[src/hdl/sia_pkg.sv]
package sia_pkg;

	localparam int KIND_W   = 4;
	localparam int STATUS_W = 2;

	typedef enum logic [KIND_W-1:0] {
		KIND_ADD   = 4'd0,
		KIND_DIV   = 4'd1,
		KIND_MOD   = 4'd2,
		KIND_LESS  = 4'd3,
		KIND_EQUAL = 4'd4,
		KIND_MUL   = 4'd5,
		KIND_SUB   = 4'd6,
		KIND_OR    = 4'd7,
		KIND_AND   = 4'd8,
		KIND_SHIFT = 4'd9
	} kind_t;

	typedef enum logic [STATUS_W-1:0] {
		ST_VALUE = 2'd0,
		ST_TRUE  = 2'd1,
		ST_FALSE = 2'd2,
		ST_FAIL  = 2'd3
	} status_t;

	typedef struct packed {
		logic    valid;
		logic    use_quo;
		logic    use_rem;
		status_t status;
	} ctl_t;

endpackage

[src/hdl/sia_div_stage.sv]
module sia_div_stage #(
	parameter int DATA_WIDTH = 32
) (
	input  logic                  clk,
	input  logic                  arst_n,
	input  logic                  adv,
	input  sia_pkg::ctl_t         ctl_in,
	input  logic [DATA_WIDTH-1:0] value_in,
	input  logic [DATA_WIDTH-1:0] rem_in,
	input  logic [DATA_WIDTH-1:0] quo_in,
	input  logic [DATA_WIDTH-1:0] dvs_in,
	output sia_pkg::ctl_t         ctl_s,
	output logic [DATA_WIDTH-1:0] value_s,
	output logic [DATA_WIDTH-1:0] rem_s,
	output logic [DATA_WIDTH-1:0] quo_s,
	output logic [DATA_WIDTH-1:0] dvs_s
);
	import sia_pkg::*;

	logic [DATA_WIDTH:0]   sh;
	logic [DATA_WIDTH:0]   diff;
	logic                  ge;

	always_comb begin
		sh   = {rem_in, quo_in[DATA_WIDTH-1]};
		diff = sh - {1'b0, dvs_in};
		ge   = (sh >= {1'b0, dvs_in});
	end

	always_ff @(posedge clk or negedge arst_n) begin
		if (!arst_n) begin
			ctl_s <= '0;
		end else if (adv) begin
			ctl_s <= ctl_in;
		end
	end

	always_ff @(posedge clk) begin
		if (adv) begin
			value_s <= value_in;
			dvs_s   <= dvs_in;
			rem_s   <= ge ? diff[DATA_WIDTH-1:0] : sh[DATA_WIDTH-1:0];
			quo_s   <= {quo_in[DATA_WIDTH-2:0], ge};
		end
	end

endmodule

[config.mk]
export PLATFORM = sky130hd
export DESIGN_NAME = sia_div_stage
export DESIGN_NICKNAME = d
export VERILOG_FILES = /design/src/hdl/sia_pkg.sv /design/src/hdl/sia_div_stage.sv
export SDC_FILE = /design/constraint.sdc
export NUM_CORES = 1
export LEC_CHECK = 0
export BUFFER_PORTS_ARGS = -buffer_cell sky130_fd_sc_hd__clkbuf_2
export CAP_MARGIN = 20
export CELL_PAD_IN_SITES_DETAIL_PLACEMENT = 0
export CELL_PAD_IN_SITES_GLOBAL_PLACEMENT = 1
export CORE_UTILIZATION = 40
export CTS_BUF_LIST = sky130_fd_sc_hd__clkbuf_16
export DETAILED_ROUTE_END_ITERATION = 16
export GPL_TIMING_DRIVEN = 0
export HOLD_SLACK_MARGIN = 0.02
export PLACE_DENSITY = 0.89
export RECOVER_POWER = 25
export SETUP_SLACK_MARGIN = 0.3
export SLEW_MARGIN = 10
export SYNTH_ARGS = -nofsm -noshare
export SYNTH_HDL_FRONTEND = slang
export SYNTH_SLANG_ARGS = --single-unit
[constraint.sdc]
create_clock -name clk -period 2.2 [get_ports clk]
set_clock_uncertainty 0.2 [all_clocks]
set_input_delay 0.22 -clock clk [delete_from_list [all_inputs] [get_ports clk]]
set_output_delay 0.22 -clock clk [all_outputs]
set_load 0.01 [all_outputs]
==> run summary <==
Die width -> 126.8 µm
Syn Nets -> 652
HPWL after DPL -> 12,400 µm
Share of cells above drive strength 1 -> 0.4410
Post-route minimum period -> 2.982 ns
Post-synthesis sequential area ratio -> 0.6366
CTS sink count -> 133
Mapped Cells -> 483
I/O Buffers -> 268
Headroom to the max-slew limit -> 0.2894
FP Rows -> 45
Logic gate share of total power -> 0.239
Max frequency -> 0.3353 GHz
Antenna viol nets, final -> 0
Number of synthesized flops with an enable pin -> 128
1st-iter DRT viols -> 463
Status -> complete, but fails checks
Flops & latches, synth -> 133
Die height -> 126.8 µm
Netlist cell types -> 49
Syn avg cell area -> 12.91 µm²
Critical path's slowest cell -> or4_4
Crit-path cells -> clkbuf_16 > inv_12 > ha_4 > buf_6 > nand4_1 > or4_4 > a21oi_4 > nor3_4 > a211oi_2 > buf_4 > buf_6 > buf_6 > buf_6 > buf_6 > buf_6 > nor2_2 > xnor2_1 > mux2_4
Synth top area share -> 0.6165
Worst path top cell family by delay -> buffers and inverters
Register area -> 3969 µm²
Worst-path clk slew -> 0.06 ns
Most frequent CP cell -> buf_6
Setup-failing EPs final -> 33
Crit path required time -> 2.17 ns
Total GRT Usage -> 0.2669
Final routed DRC violation total -> 0
Largest area contributor in the netlist -> edfxtp_1
Gr ovfl total -> 0
CP Buf/Inv Count -> 9
Leak -> 4.773 nW
Htree depth -> 4
Int Power -> 5.751 mW
Type of origin of the critical path -> input port
Hold WS -> -0.04031 ns
Ports -> 269
Initial antenna violation count -> 1
Count of final max-slew check failures -> 0
Worst Path Arrival -> 2.95 ns
Failing checks -> negative hold slack, negative setup slack
Fillers -> 1,004
Clk pwr share -> 0.366
Longest Clk Path Bufs -> 2
Drt first pass iters -> 5
FFs w/ async S/R, synth -> 0.03759
Initial core utilization -> 0.4101
Synthesized area -> 6235 µm²
Sequential power share -> 0.395
Crit Path Category -> input port to register
Vias in the first global route -> 5,879
Max-cap violations -> 0
Num CTS Buffers -> 17
Sw Pwr -> 2.279 mW
Root buffer cell -> clkbuf_16
Power per cell area -> 743.8 nW/µm²
VDD IR-drop max -> 0.5640 mV
Critical Path End Type -> register
Fin. Hold Viols -> 1
Final WS setup -> -0.7825 ns
Slew at the pin closest to its max-slew limit -> 1.066 ns
Die ar. -> 16,090 µm²
Critical Path Max Stage Delay -> 0.57 ns
Via-per-instance ratio -> 5.145
Main synth FF type -> edfxtp_1
Placer Congestion -> 0.8262
Yosys warns -> 0
Top cells by area, synth -> edfxtp_1, ha_1, a21oi_1
Vias -> 5,896
# nets final -> 1,113
First-pass GRT wire length -> 32,020 µm
Number of hold buffers added after CTS -> 132
DR WL/cell -> 19.06 µm
Post-synth top cells -> edfxtp_1, a21oi_1, inv_1
Worst-Skew Late Latency -> 0.42 ns
RSZ-0062 raised after global routing -> yes
Util after Layout -> 0.7101
Core Region -> 15,200 µm²
Hold Path Class -> input port to register
Count leader, synth -> edfxtp_1
CTS tree -> yes
Area grow syn2layout -> 73.15%
Final Cycle Share -> 1.356
Final WL -> 21,840 µm
Largest net degree at the start of global routing -> 95
Multi-input logic area -> 2447 µm²
Total Power -> 8.030 mW
Sw Ratio -> 0.2838
CP max FO -> 2
-- layout make-up --
| class | count | area share |
|---|---|---|
| flip-flops and latches | 133 | 0.3676 |
| repair buffers | 442 | 0.2940 |
| multi-input cells | 294 | 0.2267 |
| clock buffers | 17 | 0.03941 |
| well taps | 188 | 0.02179 |
| plain buffers | 18 | 0.02005 |
| clock inverters | 15 | 0.01576 |
| inverters | 38 | 0.01437 |
| diodes | 1 | 0.0002318 |
-- layout by cell type (no fill, tap or decap), types with 20 or more instances in the layout --
cell type / instances
a21oi_1: 39
buf_4: 20
buf_6: 20
clkbuf_2: 256
dlygate4sd3_1: 132
edfxtp_1: 128
ha_1: 22
inv_1: 34
nand2_1: 25
nor2_1: 23
-- metal layers --
layer  vias to the layer above  part of all wire  GRT usage
li1                       2729                 -          -
met4                         2             0.027     0.1064
met2                       278              0.51     0.4699
met1                      2840              0.39     0.3037
met5                         -           0.00060          0
met3                        47             0.074    0.07845
-- power by group through the flow --
stage	registers (mW)	clock network (mW)	logic (mW)
floorplan	3.34	0	0.634
global placement	3.21	0	1.35
detailed placement	3.21	0	1.37
CTS	3.16	2.92	1.78
global route	3.19	3.07	2.05
finish	3.17	2.94	1.92
-- sequential cells by signal (all words and copies together), names as in the netlist --
name / cells
value_s: 32
dvs_s: 32
quo_s: 32
ctl_s: 5
rem_s: 32
-- logic make-up (layout without fill, tap and decap cells) --
logic type,after synthesis,in the layout,synth area share
compound gates,119,119,0.1174
xor+xnor,27,27,0.03793
fa+ha+maj,33,33,0.06743
buf+inv,56,530,0.03733
flops,133,133,0.6366
mux,16,16,0.02870
other cells,0,1,0
simple gates,99,99,0.07466
-- metrics by stage --
step | cell area, µm² | hold slack (ns) | setup slack [ns] | std cells | setup TNS (ns)
global placement | 7994 | -0.1644 | -1.663 | 939 | -170.95
CTS | 10560 | -0.05494 | -0.6859 | 1139 | -19.90
finish | 10800 | -0.04031 | -0.7825 | 1146 | -20.98
floorplan | 6417 | -0.2756 | -0.8743 | 483 | -25.78
detailed placement | 8030 | -0.1597 | -1.682 | 940 | -52.32
global route | 10790 | -0.03668 | -0.8645 | 1145 | -23.71
-- tightest hold or removal path: stages --
cell and delay (ns):
clkbuf_2 0.08, nor4_1 0.06, o22ai_2 0.09
-- worst paths after layout --
kind                       slack [ns]  cells after the start                 start                   end
min reg2reg                      0.31                      1  ctl_s[4]$_DFFE_PN0P_  ctl_s[4]$_DFFE_PN0P_
max reg2reg                      1.23                      1  ctl_s[0]$_DFFE_PN0P_  ctl_s[0]$_DFFE_PN0P_
max in group asynchronous        1.03                      3                arst_n  ctl_s[0]$_DFFE_PN0P_
max                             -0.78                     18             dvs_in[7]   rem_s[23]$_DFFE_PP_
min in group asynchronous        0.56                      3                arst_n  ctl_s[3]$_DFFE_PN0P_
min                             -0.04                      3            rem_in[31]   rem_s[29]$_DFFE_PP_
-- timing repair --
action	4_1_cts	5_1_grt
endpoints found under the setup margin	33	33
hold endpoints to repair	136	1
gates resized for setup	60	51
pin swaps	14	12
setup buffers	31	5
cloned	4	1
No activity file was read; power rests on OpenSTA's default activity.
