[src/hdl/sia_pkg.sv]
package sia_pkg;

	localparam int KIND_W   = 4;
	localparam int STATUS_W = 2;

	typedef enum logic [KIND_W-1:0] {
		KIND_ADD   = 4'd0,
		KIND_DIV   = 4'd1,
		KIND_MOD   = 4'd2,
		KIND_LESS  = 4'd3,
		KIND_EQUAL = 4'd4,
		KIND_MUL   = 4'd5,
		KIND_SUB   = 4'd6,
		KIND_OR    = 4'd7,
		KIND_AND   = 4'd8,
		KIND_SHIFT = 4'd9
	} kind_t;

	typedef enum logic [STATUS_W-1:0] {
		ST_VALUE = 2'd0,
		ST_TRUE  = 2'd1,
		ST_FALSE = 2'd2,
		ST_FAIL  = 2'd3
	} status_t;

	typedef struct packed {
		logic    valid;
		logic    use_quo;
		logic    use_rem;
		status_t status;
	} ctl_t;

endpackage

[src/hdl/sia_front.sv]
module sia_front #(
	parameter int DATA_WIDTH = 32
) (
	input  logic                        clk,
	input  logic                        arst_n,
	input  logic                        adv,
	input  logic                        in_valid,
	input  logic [sia_pkg::KIND_W-1:0]  kind,
	input  logic [DATA_WIDTH-1:0]       left_operand,
	input  logic [DATA_WIDTH-1:0]       right_operand,
	output sia_pkg::ctl_t               ctl_s1,
	output logic [DATA_WIDTH-1:0]       value_s1,
	output logic [DATA_WIDTH-1:0]       dividend_s1,
	output logic [DATA_WIDTH-1:0]       divisor_s1
);
	import sia_pkg::*;

	localparam int AW = $clog2(DATA_WIDTH);

	ctl_t                  ctl_d;
	logic [DATA_WIDTH-1:0] val_d;
	logic [DATA_WIDTH-1:0] amt;
	logic [DATA_WIDTH-1:0] shl;
	logic                  r_zero;

	always_comb begin
		amt    = (~right_operand) + DATA_WIDTH'(1);
		r_zero = (right_operand == '0);
		shl    = (right_operand >= DATA_WIDTH'(DATA_WIDTH)) ? '0
			: (left_operand << right_operand[AW-1:0]);
		ctl_d.valid   = in_valid;
		ctl_d.use_quo = 1'b0;
		ctl_d.use_rem = 1'b0;
		ctl_d.status  = ST_VALUE;
		val_d         = '0;
		case (kind)
			KIND_ADD: val_d = left_operand + right_operand;
			KIND_SUB: val_d = left_operand - right_operand;
			KIND_MUL: val_d = DATA_WIDTH'(left_operand * right_operand);
			KIND_OR:  val_d = left_operand | right_operand;
			KIND_AND: val_d = left_operand & right_operand;
			KIND_DIV: begin
				if (r_zero) ctl_d.status = ST_FAIL;
				else ctl_d.use_quo = 1'b1;
			end
			KIND_MOD: begin
				if (r_zero) ctl_d.status = ST_FAIL;
				else ctl_d.use_rem = 1'b1;
			end
			KIND_LESS:  ctl_d.status = (left_operand < right_operand) ? ST_TRUE : ST_FALSE;
			KIND_EQUAL: ctl_d.status = (left_operand == right_operand) ? ST_TRUE : ST_FALSE;
			KIND_SHIFT: begin
				if (right_operand[DATA_WIDTH-1]) begin
					val_d = (amt >= DATA_WIDTH'(DATA_WIDTH)) ? '0
						: (left_operand >> amt[AW-1:0]);
				end else if (left_operand > shl) begin
					ctl_d.status = ST_FAIL;
				end else begin
					val_d = shl;
				end
			end
			default: ctl_d.status = ST_FAIL;
		endcase
	end

	always_ff @(posedge clk or negedge arst_n) begin
		if (!arst_n) begin
			ctl_s1 <= '0;
		end else if (adv) begin
			ctl_s1 <= ctl_d;
		end
	end

	always_ff @(posedge clk) begin
		if (adv) begin
			value_s1    <= val_d;
			dividend_s1 <= left_operand;
			divisor_s1  <= right_operand;
		end
	end

endmodule

[config.mk]
export PLATFORM = sky130hd
export DESIGN_NAME = sia_front
export DESIGN_NICKNAME = d
export VERILOG_FILES = /design/src/hdl/sia_pkg.sv /design/src/hdl/sia_front.sv
export SDC_FILE = /design/constraint.sdc
export NUM_CORES = 2
export LEC_CHECK = 0
export BUFFER_PORTS_ARGS = -buffer_cell sky130_fd_sc_hd__buf_4
export CAP_MARGIN = 20
export CORE_UTILIZATION = 65
export CTS_BUF_LIST = sky130_fd_sc_hd__clkbuf_8 sky130_fd_sc_hd__clkbuf_16
export CTS_CLUSTER_SIZE = 16
export DETAILED_ROUTE_END_ITERATION = 8
export GPL_TIMING_DRIVEN = 0
export PLACE_DENSITY_LB_ADDON = 0.15
export SYNTH_ARGS = -nofsm -noshare
export SYNTH_HDL_FRONTEND = slang
export SYNTH_SLANG_ARGS = --single-unit
[constraint.sdc]
create_clock -name clk -period 1.19 [get_ports clk]
set_clock_uncertainty 0.15 [all_clocks]
set_input_delay 0 -clock clk [delete_from_list [all_inputs] [get_ports clk]]
set_output_delay 0 -clock clk [all_outputs]
set_load 0.03 [all_outputs]
==> qor.csv, run 1 <==
metric;value;unit
ys_ff_latch;101;
post-place-ws;-8280;ps
run.stop_error;[ERROR GRT-0116] Global routing finished with congestion. Check the congestion regions in the DRC Viewer.;
synth_adder_area_share;0.411;
first_pass_grt_wire_length;251;mm
dp_cells;4013;
yosys_warnings;0;
chipWidth;208;um
design.portCount;173;
floorplan.initialDensity;0.659;
synth_simple_gate_area_share;0.163;
mappedNetlistArea;27700;um2
stop_stage;global routing;
synth.area.mux_share;0.0502;
yosysSeqAreaShare;0.109;
avgSynthCellArea;8.39;um2
total_number_of_clock_tree_sinks;101;
dominant_combinational_cell_family_by_area_after_synthesis;adder cells;
fp-row-count;75;
grt_start_max_net_pins;98;
synth-async-reset-ratio;0.0495;
number_of_instances_in_the_synthesized_netlist;3303;
grt_remaining_overflow;180;
clock-root-buffer;sky130_fd_sc_hd__clkbuf_16;
yosys_most_used_dff;sky130_fd_sc_hd__edfxtp_1;
status;aborted with a tool error;
ys_types;83;
gr-usage-all-layers;0.800;
ctsLongestPathBuffers;2;
synth_compound_gate_area_share;0.147;
synth_area_in_xor_xnor;0.0322;
htree_num_levels;3;
die_height;208;um
synth-edff-count;96;
place_hpwl;102;mm
mappedNetlistNets;4039;
final_wtd_congestion;1.19;
cts_inserted_buffers;9;
first_global_vias;35900;
place.port_buffers;171;
through the flow:
| step | instance area, um2 | util |
|---|---|---|
| 4_1_cts | 33900 | 0.807 |
| 3_3_place_gp | 30400 | 0.723 |
| 3_5_place_dp | 30400 | 0.723 |
| 2_1_floorplan | 28400 | - |
Yosys cell counts, types with 6 or more instances:
cell type | number | share of area
sky130_fd_sc_hd__nor2_1 | 492 | 0.067
sky130_fd_sc_hd__inv_1 | 427 | 0.058
sky130_fd_sc_hd__fa_1 | 410 | 0.30
sky130_fd_sc_hd__nand2_1 | 378 | 0.051
sky130_fd_sc_hd__ha_1 | 254 | 0.11
sky130_fd_sc_hd__clkbuf_1 | 166 | 0.022
sky130_fd_sc_hd__a21oi_1 | 153 | 0.028
sky130_fd_sc_hd__o21ai_0 | 149 | 0.027
sky130_fd_sc_hd__edfxtp_1 | 96 | 0.10
sky130_fd_sc_hd__xnor2_1 | 79 | 0.025
sky130_fd_sc_hd__mux2i_1 | 49 | 0.018
sky130_fd_sc_hd__nand3_1 | 39 | 0.0070
sky130_fd_sc_hd__o211ai_1 | 38 | 0.010
sky130_fd_sc_hd__nor3_1 | 35 | 0.0063
sky130_fd_sc_hd__buf_1 | 32 | 0.0043
sky130_fd_sc_hd__a21o_1 | 31 | 0.0084
sky130_fd_sc_hd__mux4_2 | 31 | 0.025
sky130_fd_sc_hd__a211oi_1 | 29 | 0.0079
sky130_fd_sc_hd__xor2_1 | 23 | 0.0073
sky130_fd_sc_hd__a221oi_1 | 18 | 0.0057
sky130_fd_sc_hd__a31oi_1 | 18 | 0.0041
sky130_fd_sc_hd__mux2_2 | 18 | 0.0073
sky130_fd_sc_hd__nand4_1 | 17 | 0.0038
sky130_fd_sc_hd__o221ai_1 | 17 | 0.0054
sky130_fd_sc_hd__clkinv_1 | 16 | 0.0022
sky130_fd_sc_hd__nand2b_1 | 16 | 0.0036
sky130_fd_sc_hd__o22ai_1 | 16 | 0.0036
sky130_fd_sc_hd__nor2b_1 | 15 | 0.0034
sky130_fd_sc_hd__nor4_1 | 15 | 0.0034
sky130_fd_sc_hd__o21bai_1 | 15 | 0.0041
sky130_fd_sc_hd__o31ai_1 | 15 | 0.0041
sky130_fd_sc_hd__o21a_1 | 13 | 0.0035
sky130_fd_sc_hd__a221o_1 | 12 | 0.0043
sky130_fd_sc_hd__and2_1 | 12 | 0.0027
sky130_fd_sc_hd__or2_2 | 11 | 0.0025
sky130_fd_sc_hd__or3_1 | 11 | 0.0025
sky130_fd_sc_hd__a211o_1 | 10 | 0.0032
sky130_fd_sc_hd__or4_1 | 9 | 0.0024
sky130_fd_sc_hd__a2111oi_0 | 8 | 0.0025
sky130_fd_sc_hd__a22oi_1 | 8 | 0.0022
sky130_fd_sc_hd__o31a_1 | 7 | 0.0022
sky130_fd_sc_hd__a41oi_1 | 6 | 0.0019
sky130_fd_sc_hd__o211a_1 | 6 | 0.0022
repair_timing:
item | 4_1_cts
hold buffers | 70
setup buffers | 50
cloned | 2
pin swaps | 89
hold endpoints to repair | 89
setup endpoints to repair | 37
resized for setup | 469
cells by family after synthesis:
group / count (synthesis)
flip-flops: 101
multiplexers: 98
XOR/XNOR: 102
buffers and inverters: 647
AO/OA/AOI/OAI: 619
adder cells (fa/ha/maj): 664
AND/OR/NAND/NOR: 1072
layer usage:
layer | track usage | GRT overflow
met5 | 0.412 | 2
met4 | 0.791 | 72
met3 | 0.661 | 6
met2 | 0.935 | 97
met1 | 0.814 | 3
==> inputs of run 2 (changes only) <==
--- a/config.mk
+++ b/config.mk
@@ -7,9 +7,7 @@
 export LEC_CHECK = 0
 export BUFFER_PORTS_ARGS = -buffer_cell sky130_fd_sc_hd__buf_4
 export CAP_MARGIN = 20
-export CORE_UTILIZATION = 65
-export CTS_BUF_LIST = sky130_fd_sc_hd__clkbuf_8 sky130_fd_sc_hd__clkbuf_16
-export CTS_CLUSTER_SIZE = 16
+export CORE_UTILIZATION = 40
 export DETAILED_ROUTE_END_ITERATION = 8
 export GPL_TIMING_DRIVEN = 0
 export PLACE_DENSITY_LB_ADDON = 0.15
==> run 2 against run 1 <==
  * The flow now finishes, with violations (hold timing, setup timing)
  * Synthesized area unchanged
  * Synthesized cell count unchanged
==> qor.csv, run 2 <==
metric;value;unit;change
routed_wire_length_per_instance;31.7;um;
reg_clk_slew_reported_paths;90;ps;
slew_at_the_pin_closest_to_its_max_slew_limit;1240;ps;
mappedNetlistNets;4039;;unchanged
regToRegEndpoint;ctl_s1[3];;
yosys_most_used_dff;sky130_fd_sc_hd__edfxtp_1;;
floorplan.die_area;70300;um2;
grt_remaining_overflow;0;;
final_layout_size_suffix_gt1_frac;0.221;;
status;finished, violations left;;
critPathTopFamily;adder cells;;
hp-class;in -> reg;;
power_per_cell_area;3600;nW/um2;
crit_path_max_fanout;10;;
p_leak;15.9;nW;
ys_ff_latch;101;;unchanged
fin_hold_ws;-200;ps;
gr-usage-all-layers;0.412;;
final_common_cell;sky130_fd_sc_hd__nor2_1;;
yosysSeqAreaShare;0.109;;unchanged
die_height;265;um;+27%
dp_cells;4407;;+9.8%
final_wtd_congestion;1.04;;-13%
chipWidth;265;um;+27%
synth-edff-count;96;;unchanged
power.ir.vdd_worst;0.00631;V;
first_global_vias;27800;;
place.port_buffers;171;;unchanged
route.detailed.drc;0;;
grt_start_max_net_pins;51;;
yosys_warnings;0;;unchanged
arrival;7580;ps;
antenna_found_initial;13;;
timing.hold.worst.start;adv;;
cp_num_buf_inv;9;;
drt_wl_total;146;mm;
maxcap_viol_count;0;;
synthTopCellsByArea;sky130_fd_sc_hd__fa_1 (30%), sky130_fd_sc_hd__ha_1 (11%), sky130_fd_sc_hd__edfxtp_1 (10%), sky130_fd_sc_hd__nor2_1 (6.7%), sky130_fd_sc_hd__inv_1 (5.8%);;
fin_cells;4603;;
worst_setup_path_start_kind;input port;;
timing.final.ws_setup;-6380;ps;
failed_checks;hold timing, setup timing;;
yosysTopAreaCellShare;0.296;;unchanged
detailedRoute.firstIterationViolations;3417;;
design.portCount;173;;unchanged
vias;28400;;
final-hold-violation-count;49;;
worstSetupEndpointType;flip-flop;;
clock-root-buffer;sky130_fd_sc_hd__clkbuf_16;;
areaGrowthSynthToFinish;28.9;%;
max_slew_margin;0.170;;
htree_num_levels;3;;unchanged
place_hpwl;112;mm;+9.7%
floorplan.initialDensity;0.404;;-0.255
reg2regPathDepth;2;;
worstSkewPairLatency;410;ps;
first_pass_grt_wire_length;204;mm;
avgSynthCellArea;8.39;um2;unchanged
ctsLongestPathBuffers;2;;unchanged
layout_common_cells;sky130_fd_sc_hd__nor2_1 (454), sky130_fd_sc_hd__inv_1 (400), sky130_fd_sc_hd__fa_1 (389);;
r2r-start;ctl_s1[3];;
layout_worst_path_cycle_share;6.36;;
top_regs;dividend_s1: 32 flops, divisor_s1: 32 flops, value_s1: 32 flops;;
yosysMostFrequentCell;sky130_fd_sc_hd__nor2_1;;
setup-violations-final;36;;
cp_data_required_time;1200;ps;
reg2reg_setup_slack;230;ps;
slowest_stage;sky130_fd_sc_hd__fa_2;;
synth-async-reset-ratio;0.0495;;unchanged
number_of_detailed_route_iterations_in_the_first_pass;8;;
number_of_instances_in_the_synthesized_netlist;3303;;unchanged
rsz0062_at_grt;true;;
drv_slew;0;;
critPathMostFrequentCell;sky130_fd_sc_hd__fa_1;;
drtAntennaViolNets;0;;
ys_types;83;;unchanged
synth_top_cell_by_area;sky130_fd_sc_hd__fa_1;;
hold_depth;1;;
max_freq;132;MHz;
vias_per_cell;6.17;;
netlist_top_cells_count;sky130_fd_sc_hd__nor2_1 (492), sky130_fd_sc_hd__inv_1 (427), sky130_fd_sc_hd__fa_1 (410), sky130_fd_sc_hd__nand2_1 (378), sky130_fd_sc_hd__ha_1 (254);;
cts_inserted_buffers;9;;unchanged
worst-setup-path-type;in -> reg;;
worst_hold_path.endpoint;dividend_s1[29];;
mappedNetlistArea;27700;um2;unchanged
design.final.nets;4400;;
fp-row-count;96;;+28%
period_needed;7570;ps;
post-layout-total-power;0.129;W;
tritoncts_clock_tree;done;;
timing.critical_path.slowest_cell_delay;630;ps;
core;68600;um2;
total_number_of_clock_tree_sinks;101;;unchanged
==> run 2: cell counts after synthesis <==
Identical to the previous run, type by type.
==> run 2: power breakdown <==
group	internal [W]	total, W	switching (W)	leakage, nW
sequential	0.00444	0.00456	0.000114	0.997
combinational	0.0539	0.121	0.0668	14.7
clock	0.00147	0.00338	0.00191	0.140
total	0.0598	0.129	0.0688	15.9
==> run 2: final cells by class <==
cell class                      count  area (um2)
Fill cell                        6480       32900
Tap cell                          931        1160
Clock inverter                      7        63.8
Multi-Input combinational cell   2555       24200
Timing Repair Buffer              351        3150
Antenna cell                        3        7.51
Sequential cell                   101        3010
Inverter                          446        1840
Buffer                            200        2030
Clock buffer                        9         225
==> run 2: worst max-delay path by stage <==
stage	startpoint	end	depth (start not counted)
3_5_place_dp	left_operand[6]	value_s1[31]	25
5_1_grt	left_operand[8]	value_s1[31]	25
2_1_floorplan	right_operand[2]	value_s1[31]	30
4_1_cts	right_operand[2]	value_s1[31]	31
6_report	right_operand[2]	value_s1[31]	27
3_3_place_gp	left_operand[6]	value_s1[31]	25
==> run 2: cells by family (layout without fill, tap and decap cells) <==
kind of cell               after synthesis  in the layout  share of synthesized area
xor gates and xnor gates               102            102                     0.0322
adders and majority gates              664            664                      0.411
AOI/OAI and AO/OA                      619            619                      0.147
buffers and inverters                  647           1013                     0.0880
other                                    0              3                          0
and+or+nand+nor                       1072           1072                      0.163
DFF                                    101            101                      0.109
muxes                                   98             98                     0.0502
==> run 2: through the flow <==
step	TNS (ps)	setup WS (ps)	area, um2	hold WS (ps)	util
6_report	-166080	-6380	35700	-200	0.521
5_1_grt	-169450	-6510	35700	-179	0.521
4_1_cts	-164300	-6340	34700	-261	0.507
3_5_place_dp	-249950	-8870	30900	-344	0.451
3_3_place_gp	-278540	-8790	30900	-344	0.450
2_1_floorplan	-152010	-5900	28400	-446	-
==> run 2: routing by layer <==
metal	track usage	up-vias	part of all wire
met3	0.119	538	0.12
met4	0.235	10	0.070
met5	0	-	0.00043
met1	0.545	14100	0.39
li1	-	11700	-
met2	0.602	1986	0.42
==> run 2: timing repair <==
action,in CTS,in global routing
endpoints found under the hold margin,121,48
pin swaps,99,141
buffers inserted,74,35
gates resized for setup,537,187
setup endpoints to repair,37,37
hold buffers,70,1
gates cloned,1,1
No activity file was read; power rests on OpenSTA's default activity.
